File: src/rtl/core/rwa_pkg.sv
// Shared widths, controller state encoding and control/status bundles.
`default_nettype none

package rwa_pkg;

  localparam int unsigned VALUE_W   = 32;
  localparam int unsigned TIME_W    = 64;
  localparam int unsigned HALF_W    = TIME_W / 2;
  localparam int unsigned DIV_CNT_W = $clog2(TIME_W);
  localparam int unsigned IN_DATA_W = VALUE_W + 2 * TIME_W;

  localparam logic [DIV_CNT_W-1:0] DIV_LAST_STEP = DIV_CNT_W'(TIME_W - 1);

  typedef enum logic [5:0] {
    S_IDLE   = 6'b000001,
    S_MUL_LO = 6'b000010,
    S_MUL_HI = 6'b000100,
    S_ADD_HI = 6'b001000,
    S_DIV    = 6'b010000,
    S_LOAD   = 6'b100000
  } rwa_state_t;

  typedef struct packed {
    logic load_in;
    logic mul_lo;
    logic mul_hi;
    logic add_hi;
    logic div_start;
    logic div_step;
    logic out_load;
  } rwa_cmd_t;

  typedef struct packed {
    logic last;
    logic div_last;
    logic out_busy;
  } rwa_status_t;

endpackage

`default_nettype wire

File: src/rtl/core/rwa_ctrl.sv
// Sequencing state machine for accumulation and the bit-serial divide.
`default_nettype none

module rwa_ctrl
  import rwa_pkg::*;
(
  input  wire         clk,
  input  wire         rst_n,
  input  wire         in_valid,
  output logic        in_ready,
  input  rwa_status_t status,
  output rwa_cmd_t    cmd
);

  rwa_state_t state_r;
  rwa_state_t state_nxt;

  always_ff @(posedge clk) begin
    if (!rst_n) begin
      state_r <= S_IDLE;
    end else begin
      state_r <= state_nxt;
    end
  end

  always_comb begin
    state_nxt = state_r;
    cmd       = '0;
    in_ready  = 1'b0;
    unique case (state_r)
      S_IDLE: begin
        in_ready = 1'b1;
        if (in_valid) begin
          cmd.load_in = 1'b1;
          state_nxt   = S_MUL_LO;
        end
      end
      S_MUL_LO: begin
        cmd.mul_lo = 1'b1;
        state_nxt  = S_MUL_HI;
      end
      S_MUL_HI: begin
        cmd.mul_hi = 1'b1;
        state_nxt  = S_ADD_HI;
      end
      S_ADD_HI: begin
        cmd.add_hi = 1'b1;
        state_nxt  = status.last ? S_DIV : S_IDLE;
      end
      S_DIV: begin
        cmd.div_start = 1'b1;
        state_nxt     = S_LOAD;
      end
      S_LOAD: begin
        if (!status.div_last) begin
          cmd.div_step = 1'b1;
        end else if (!status.out_busy) begin
          cmd.out_load = 1'b1;
          state_nxt    = S_IDLE;
        end
      end
      default: begin
        state_nxt = S_IDLE;
      end
    endcase
  end

endmodule

`default_nettype wire

File: src/rtl/core/rwa_dp.sv
// Accumulators, shared 32x32 multiplier, restoring divider and output register.
`default_nettype none

module rwa_dp
  import rwa_pkg::*;
(
  input  wire                  clk,
  input  wire                  rst_n,
  input  wire  [IN_DATA_W-1:0] in_data,
  input  wire                  in_last,
  input  rwa_cmd_t             cmd,
  output rwa_status_t          status,
  output logic                 out_valid,
  input  wire                  out_ready,
  output logic [TIME_W-1:0]    out_data
);

  logic [VALUE_W-1:0]   value_r;
  logic [TIME_W-1:0]    delta_r;
  logic                 last_r;
  logic [TIME_W-1:0]    mul_r;
  logic [TIME_W-1:0]    wsum_r;
  logic [TIME_W-1:0]    tsum_r;
  logic [TIME_W-1:0]    quo_r;
  logic [TIME_W-1:0]    rem_r;
  logic [TIME_W-1:0]    dvsr_r;
  logic                 zero_r;
  logic [DIV_CNT_W-1:0] cnt_r;
  logic                 div_done_r;
  logic                 out_valid_r;
  logic [TIME_W-1:0]    out_data_r;

  logic [VALUE_W-1:0]   in_value;
  logic [TIME_W-1:0]    in_prev;
  logic [TIME_W-1:0]    in_cur;
  logic [HALF_W-1:0]    mul_b;
  logic [TIME_W-1:0]    mul_prod;
  logic [TIME_W:0]      shifted;
  logic [TIME_W:0]      diff;

  assign in_value = in_data[VALUE_W-1:0];
  assign in_prev  = in_data[VALUE_W +: TIME_W];
  assign in_cur   = in_data[VALUE_W + TIME_W +: TIME_W];

  assign mul_b    = cmd.mul_hi ? delta_r[TIME_W-1:HALF_W] : delta_r[HALF_W-1:0];
  assign mul_prod = TIME_W'(value_r) * TIME_W'(mul_b);

  assign shifted  = {rem_r, quo_r[TIME_W-1]};
  assign diff     = shifted - {1'b0, dvsr_r};

  always_ff @(posedge clk) begin
    if (cmd.load_in) begin
      value_r <= in_value;
      delta_r <= in_cur - in_prev;
      last_r  <= in_last;
    end
    if (cmd.mul_lo || cmd.mul_hi) begin
      mul_r <= mul_prod;
    end
    if (cmd.div_start) begin
      quo_r  <= wsum_r;
      dvsr_r <= tsum_r;
      rem_r  <= '0;
      zero_r <= (tsum_r == '0);
      cnt_r  <= '0;
    end else if (cmd.div_step) begin
      if (!diff[TIME_W]) begin
        rem_r <= diff[TIME_W-1:0];
      end else begin
        rem_r <= shifted[TIME_W-1:0];
      end
      quo_r <= {quo_r[TIME_W-2:0], ~diff[TIME_W]};
      cnt_r <= cnt_r + DIV_CNT_W'(1);
    end
    if (cmd.out_load) begin
      out_data_r <= zero_r ? '0 : quo_r;
    end
  end

  always_ff @(posedge clk) begin
    if (!rst_n) begin
      wsum_r      <= '0;
      tsum_r      <= '0;
      div_done_r  <= 1'b0;
      out_valid_r <= 1'b0;
    end else begin
      if (cmd.div_start) begin
        wsum_r <= '0;
        tsum_r <= '0;
      end else if (cmd.mul_hi) begin
        wsum_r <= wsum_r + mul_r;
      end else if (cmd.add_hi) begin
        wsum_r <= wsum_r + {mul_r[HALF_W-1:0], HALF_W'(0)};
        tsum_r <= tsum_r + delta_r;
      end
      if (cmd.div_start || cmd.out_load) begin
        div_done_r <= 1'b0;
      end else if (cmd.div_step && cnt_r == DIV_LAST_STEP) begin
        div_done_r <= 1'b1;
      end
      if (cmd.out_load) begin
        out_valid_r <= 1'b1;
      end else if (out_ready) begin
        out_valid_r <= 1'b0;
      end
    end
  end

  assign status.last     = last_r;
  assign status.div_last = div_done_r;
  assign status.out_busy = out_valid_r && !out_ready;

  assign out_valid = out_valid_r;
  assign out_data  = out_data_r;

endmodule

`default_nettype wire

File: src/rtl/core/residency_weighted_average.sv
// Top level of the residency-weighted average: controller plus datapath.
//
//   Channel | Direction | Payload
//   in_     | input     | tdata: state_value, prev_time, cur_time; tlast: last_entry
//   out_    | output    | tdata: average_value
//
// An item is accepted in the idle state and accumulated in order: accept,
// low and high partial products through one shared 32x32 multiplier, final add.
// An item with tlast then loads the divider, runs the one-bit-a-step restoring
// divider over all 64 quotient bits and loads the output register once it is free.
// Reset clears both sums, the controller and the output valid flag.
// A waiting result holds off the input only once the next result is ready.
`default_nettype none

module residency_weighted_average
  import rwa_pkg::*;
(
  input  wire                  clk,
  input  wire                  rst_n,
  input  wire                  in_tvalid,
  output logic                 in_tready,
  input  wire  [IN_DATA_W-1:0] in_tdata,   // state_value, prev_time, cur_time
  input  wire                  in_tlast,   // last_entry
  output logic                 out_tvalid,
  input  wire                  out_tready,
  output logic [TIME_W-1:0]    out_tdata   // average_value
);

  rwa_cmd_t    cmd;
  rwa_status_t status;

  rwa_ctrl u_ctrl (
    .clk      (clk),
    .rst_n    (rst_n),
    .in_valid (in_tvalid),
    .in_ready (in_tready),
    .status   (status),
    .cmd      (cmd)
  );

  rwa_dp u_dp (
    .clk       (clk),
    .rst_n     (rst_n),
    .in_data   (in_tdata),
    .in_last   (in_tlast),
    .cmd       (cmd),
    .status    (status),
    .out_valid (out_tvalid),
    .out_ready (out_tready),
    .out_data  (out_tdata)
  );

endmodule

`default_nettype wire
File: config.mk
export PLATFORM = sky130hd
export DESIGN_NAME = residency_weighted_average
export DESIGN_NICKNAME = d
export VERILOG_FILES = /design/src/rtl/core/rwa_pkg.sv /design/src/rtl/core/rwa_ctrl.sv /design/src/rtl/core/rwa_dp.sv /design/src/rtl/core/residency_weighted_average.sv
export SDC_FILE = /design/constraint.sdc
export NUM_CORES = 2
export LEC_CHECK = 0
export BUFFER_PORTS_ARGS = -buffer_cell sky130_fd_sc_hd__buf_2
export CAP_MARGIN = 10
export CORE_MARGIN = 5
export CORE_UTILIZATION = 30
export CTS_CLUSTER_SIZE = 10
export DETAILED_ROUTE_END_ITERATION = 10
export PLACE_DENSITY_LB_ADDON = 0.2
export SLEW_MARGIN = 30
export SYNTH_ARGS = -nofsm -noshare
export SYNTH_HDL_FRONTEND = slang
export SYNTH_SLANG_ARGS = --single-unit
File: constraint.sdc
create_clock -name clk -period 8.9 [get_ports clk]
set_input_delay 0 -clock clk [delete_from_list [all_inputs] [get_ports clk]]
set_output_delay 0 -clock clk [all_outputs]
set_load 0.01 [all_outputs]
==> impl_summary.log <==
INFO  metric synth_nets = 9358
INFO  metric syn_area_per_cell = between 8 and 9 um^2
INFO  metric holdCritPathClass = in -> reg
INFO  metric yosys_warnings = 0
INFO  metric fp.dieH = between 400 and 500 um
INFO  metric num_io_pins = 231
INFO  metric synth-edff-count = roughly 350
INFO  metric insertion_delay = roughly 0.72 ns
INFO  metric timing_hold_violations_final = 0
INFO  metric cts_made_buffers = 78
INFO  metric yosys.area_share.xor_xnor = 0.04091
INFO  metric placement.io_buffers = between 200 and 250
INFO  metric worst_slew_pin_slew = 0.9502 ns
INFO  metric detailedRoute.firstPassIterationCount = 6
INFO  metric critical_path.most_common_cell = fa_1
INFO  metric antenna_violating_nets_post_route = 0
INFO  metric arrival = between 9 and 10 ns
INFO  metric clock_sink_count = 560
INFO  metric post_synth_num_cell_types = 84
INFO  metric grt_pass1_vias = approximately 57k
INFO  metric synth-simple-area-share = 0.1765
INFO  metric crit_path_end_kind = flop
INFO  metric critPathTopFamily = adder cells
INFO  metric hpwlAfterDp = about 180000 um
INFO  metric kind_of_critical_path = reg -> reg
INFO  metric finalMaxSlewViolations = 0
INFO  metric skew = about 0.047 ns
INFO  metric finish.net_count = slightly below 10k
INFO  metric via_per_inst = 4.936
INFO  metric clock_tree.buffer_depth = 3
INFO  metric coreArea = between 200000 and 250000 um^2
INFO  metric post_synth_mux_area_share = 0.002028
INFO  metric floorplan.die.width = just under 500 um
INFO  metric clk_root_buffer_cell = clkbuf_16
INFO  metric rsz0062_at_grt = true
INFO  metric total_congestion_overflow = 0
INFO  metric synth_seq_cells = between 500 and 600
INFO  metric minimum_clock_period = 8.714 ns
INFO  metric worstPathRequired = between 9 and 10 ns
INFO  metric globalplace.congestion = slightly above 0.9
INFO  metric placement_rows = about 180
INFO  metric share_of_the_cycle_needed_by_the_critical_path_after_routing = 0.9791
INFO  metric area.growth.synth_to_final = 15.56%
INFO  metric routed_wirelength = roughly 230000 um
INFO  metric critPathSlowestCell = fa_1
INFO  metric syn_inst = a little under 8k
INFO  metric critical_path.max_fanout = 12
INFO  metric first_pass_grt_wire_length = 352700 um
INFO  metric pin_count_of_the_biggest_net_entering_global_routing = 98
INFO  metric setup.worst_path.start_class = flop
INFO  metric grt.total_usage = 0.1876
INFO  metric final_common_cell = nand2_1
INFO  metric yosys.area_share.adder = 0.3602
INFO  metric final_layout_size_suffix_gt1_frac = 0.08476
INFO  metric detail_route.wl_per_cell = roughly 21 um
INFO  metric synth.yosys.seq_area_share = 0.2135
INFO  metric clkSlewWorstSetupHoldPaths = approximately 0.060 ns
INFO  metric layout.cells.most_common_list = nand2_1, inv_1, fa_1
INFO  metric synth_flop_cell = edfxtp_1
INFO  metric status = finished clean
INFO  metric postSynth.asyncResetShare = 0
INFO  metric dominant_combinational_cell_family_by_area_after_synthesis = adder cells
INFO  metric cts-htree-levels = 3
INFO  metric floorplan.initialDensity = 0.3009
INFO  metric critPathBufInv = 10
INFO  metric detail_route.drc_violations = 0
INFO  metric maxClockFrequency = approximately 110 MHz
INFO  metric maxCapViolations = 0
INFO  metric fin_util = 0.3477
INFO  metric max_transition_margin = 0.3666
INFO  metric cts_tree = yes
INFO  metric cpPeakStageDelay = about 0.57 ns
INFO  metric total_setup_violations_reported_at_the_end_of_the_flow = 0
INFO  metric antenna_found_initial = 5
INFO  metric vias = 55.19k
INFO  metric synth-compound-area-share = 0.1280
INFO  metric drt-initial-drc-count = around 3.7k
INFO  metric reg2reg_slack = between 0.15 and 0.2 ns
INFO  metric die-area = about 240000 um^2
INFO  metric syn-cell-area = 69120 um^2
-- tightest hold or removal path: stages --
cell and delay [ns]:
buf_2 0.11, ha_1 0.33, xnor2_1 0.17
-- per-layer routing --
| metal | vias up | share of wire | wire (um) | track usage |
|---|---|---|---|---|
| li1 | 25930 | - | - | - |
| met1 | 27670 | 0.49 | 114100 | 0.2818 |
| met2 | 1376 | 0.43 | 100500 | 0.2866 |
| met3 | 217 | 0.051 | 11740 | 0.02438 |
| met4 | 2 | 0.023 | 5363 | 0.04145 |
| met5 | - | 0.000056 | 13 | 0 |
-- synth_stat cells (all sizes together), types with 20 or more instances --
master,number,share of area
a21boi,20,0.0022
nor3,53,0.0038
o21bai,76,0.0083
o211ai,27,0.0030
o21ai,271,0.020
and3,40,0.0036
a31oi,42,0.0038
ha,548,0.099
buf,39,0.0025
nor2b,149,0.013
nand2,1124,0.061
nor4,23,0.0021
edfxtp,354,0.15
clkbuf,334,0.018
nor2,293,0.016
fa,901,0.26
xnor2,200,0.025
o31ai,22,0.0029
inv,1074,0.058
a21oi,556,0.040
nand4,88,0.0080
dfxtp,206,0.060
a21o,192,0.021
o21a,35,0.0038
and2,567,0.051
nand2b,45,0.0041
xor2,122,0.015
a211oi,54,0.0060
nand3,86,0.0062
-- worst paths after layout --
check,cells past startpoint,from,endpoint
max,36,u_ctrl.state_r[1],u_dp.mul_r[62]
min,3,in_tdata[143],u_dp.delta_r[47]
max reg2reg,36,u_ctrl.state_r[1],u_dp.mul_r[62]
min reg2reg,2,u_dp.rem_r[23],u_dp.rem_r[23]
-- through the flow --
| step | worst slack, ns | hold WS (ns) | setup TNS (ns) | instance area (um^2) | std cells |
|---|---|---|---|---|---|
| floorplan | 0.2405 | 0.09887 | 0 | 69120 | 7744 |
| global placement | 0.06799 | 0.1768 | 0 | 74670 | 10830 |
| detailed placement | -0.01719 | 0.1781 | -0.01719 | 74680 | 10830 |
| CTS | 0.04779 | 0.001077 | 0 | 79100 | 11150 |
| global route | -0.07264 | 0.06564 | -0.2450 | 79860 | 11180 |
| finish | 0.1863 | 0.05391 | 0 | 79870 | 11180 |
-- layout make-up --
class	instances	area, um^2
Fill cell	23680	149800
Multi-Input combinational cell	5737	49290
Sequential cell	560	14760
Clock buffer	108	2095
Inverter	1074	4034
Antenna cell	3	7.507
Clock inverter	38	511.7
Tap cell	3026	3786
Timing Repair Buffer	635	5376
-- cell families after synthesis --
| family | Yosys count |
|---|---|
| and+or+nand+nor | 2531 |
| adders and majority gates | 1449 |
| buffers and inverters | 1447 |
| AOI/OAI and AO/OA | 1421 |
| DFF | 560 |
| xor gates and xnor gates | 322 |
| muxes | 14 |
-- what timing repair did --
action,in CTS,in global routing
buffers inserted,0,15
pin swaps,2,38
endpoints found under the hold margin,115,0
cloned,0,10
endpoints found under the setup margin,1,14
hold buffers,182,0
resized for setup,0,90
-- flip-flops by register name (all words and copies together) (netlist names), 6 cells and up --
| register | cells |
|---|---|
| u_dp.mul_r | 64 |
| u_ctrl.state_r | 6 |
| u_dp.cnt_r | 6 |
| u_dp.quo_r | 64 |
| u_dp.wsum_r | 64 |
| u_dp.rem_r | 64 |
| u_dp.out_data | 64 |
| u_dp.tsum_r | 64 |
| u_dp.value_r | 32 |
| u_dp.delta_r | 64 |
| u_dp.dvsr_r | 64 |
Power is left out: the tool's default activity adds up to more than one toggle a clock period on the data nets, which glitch-free logic cannot reach.
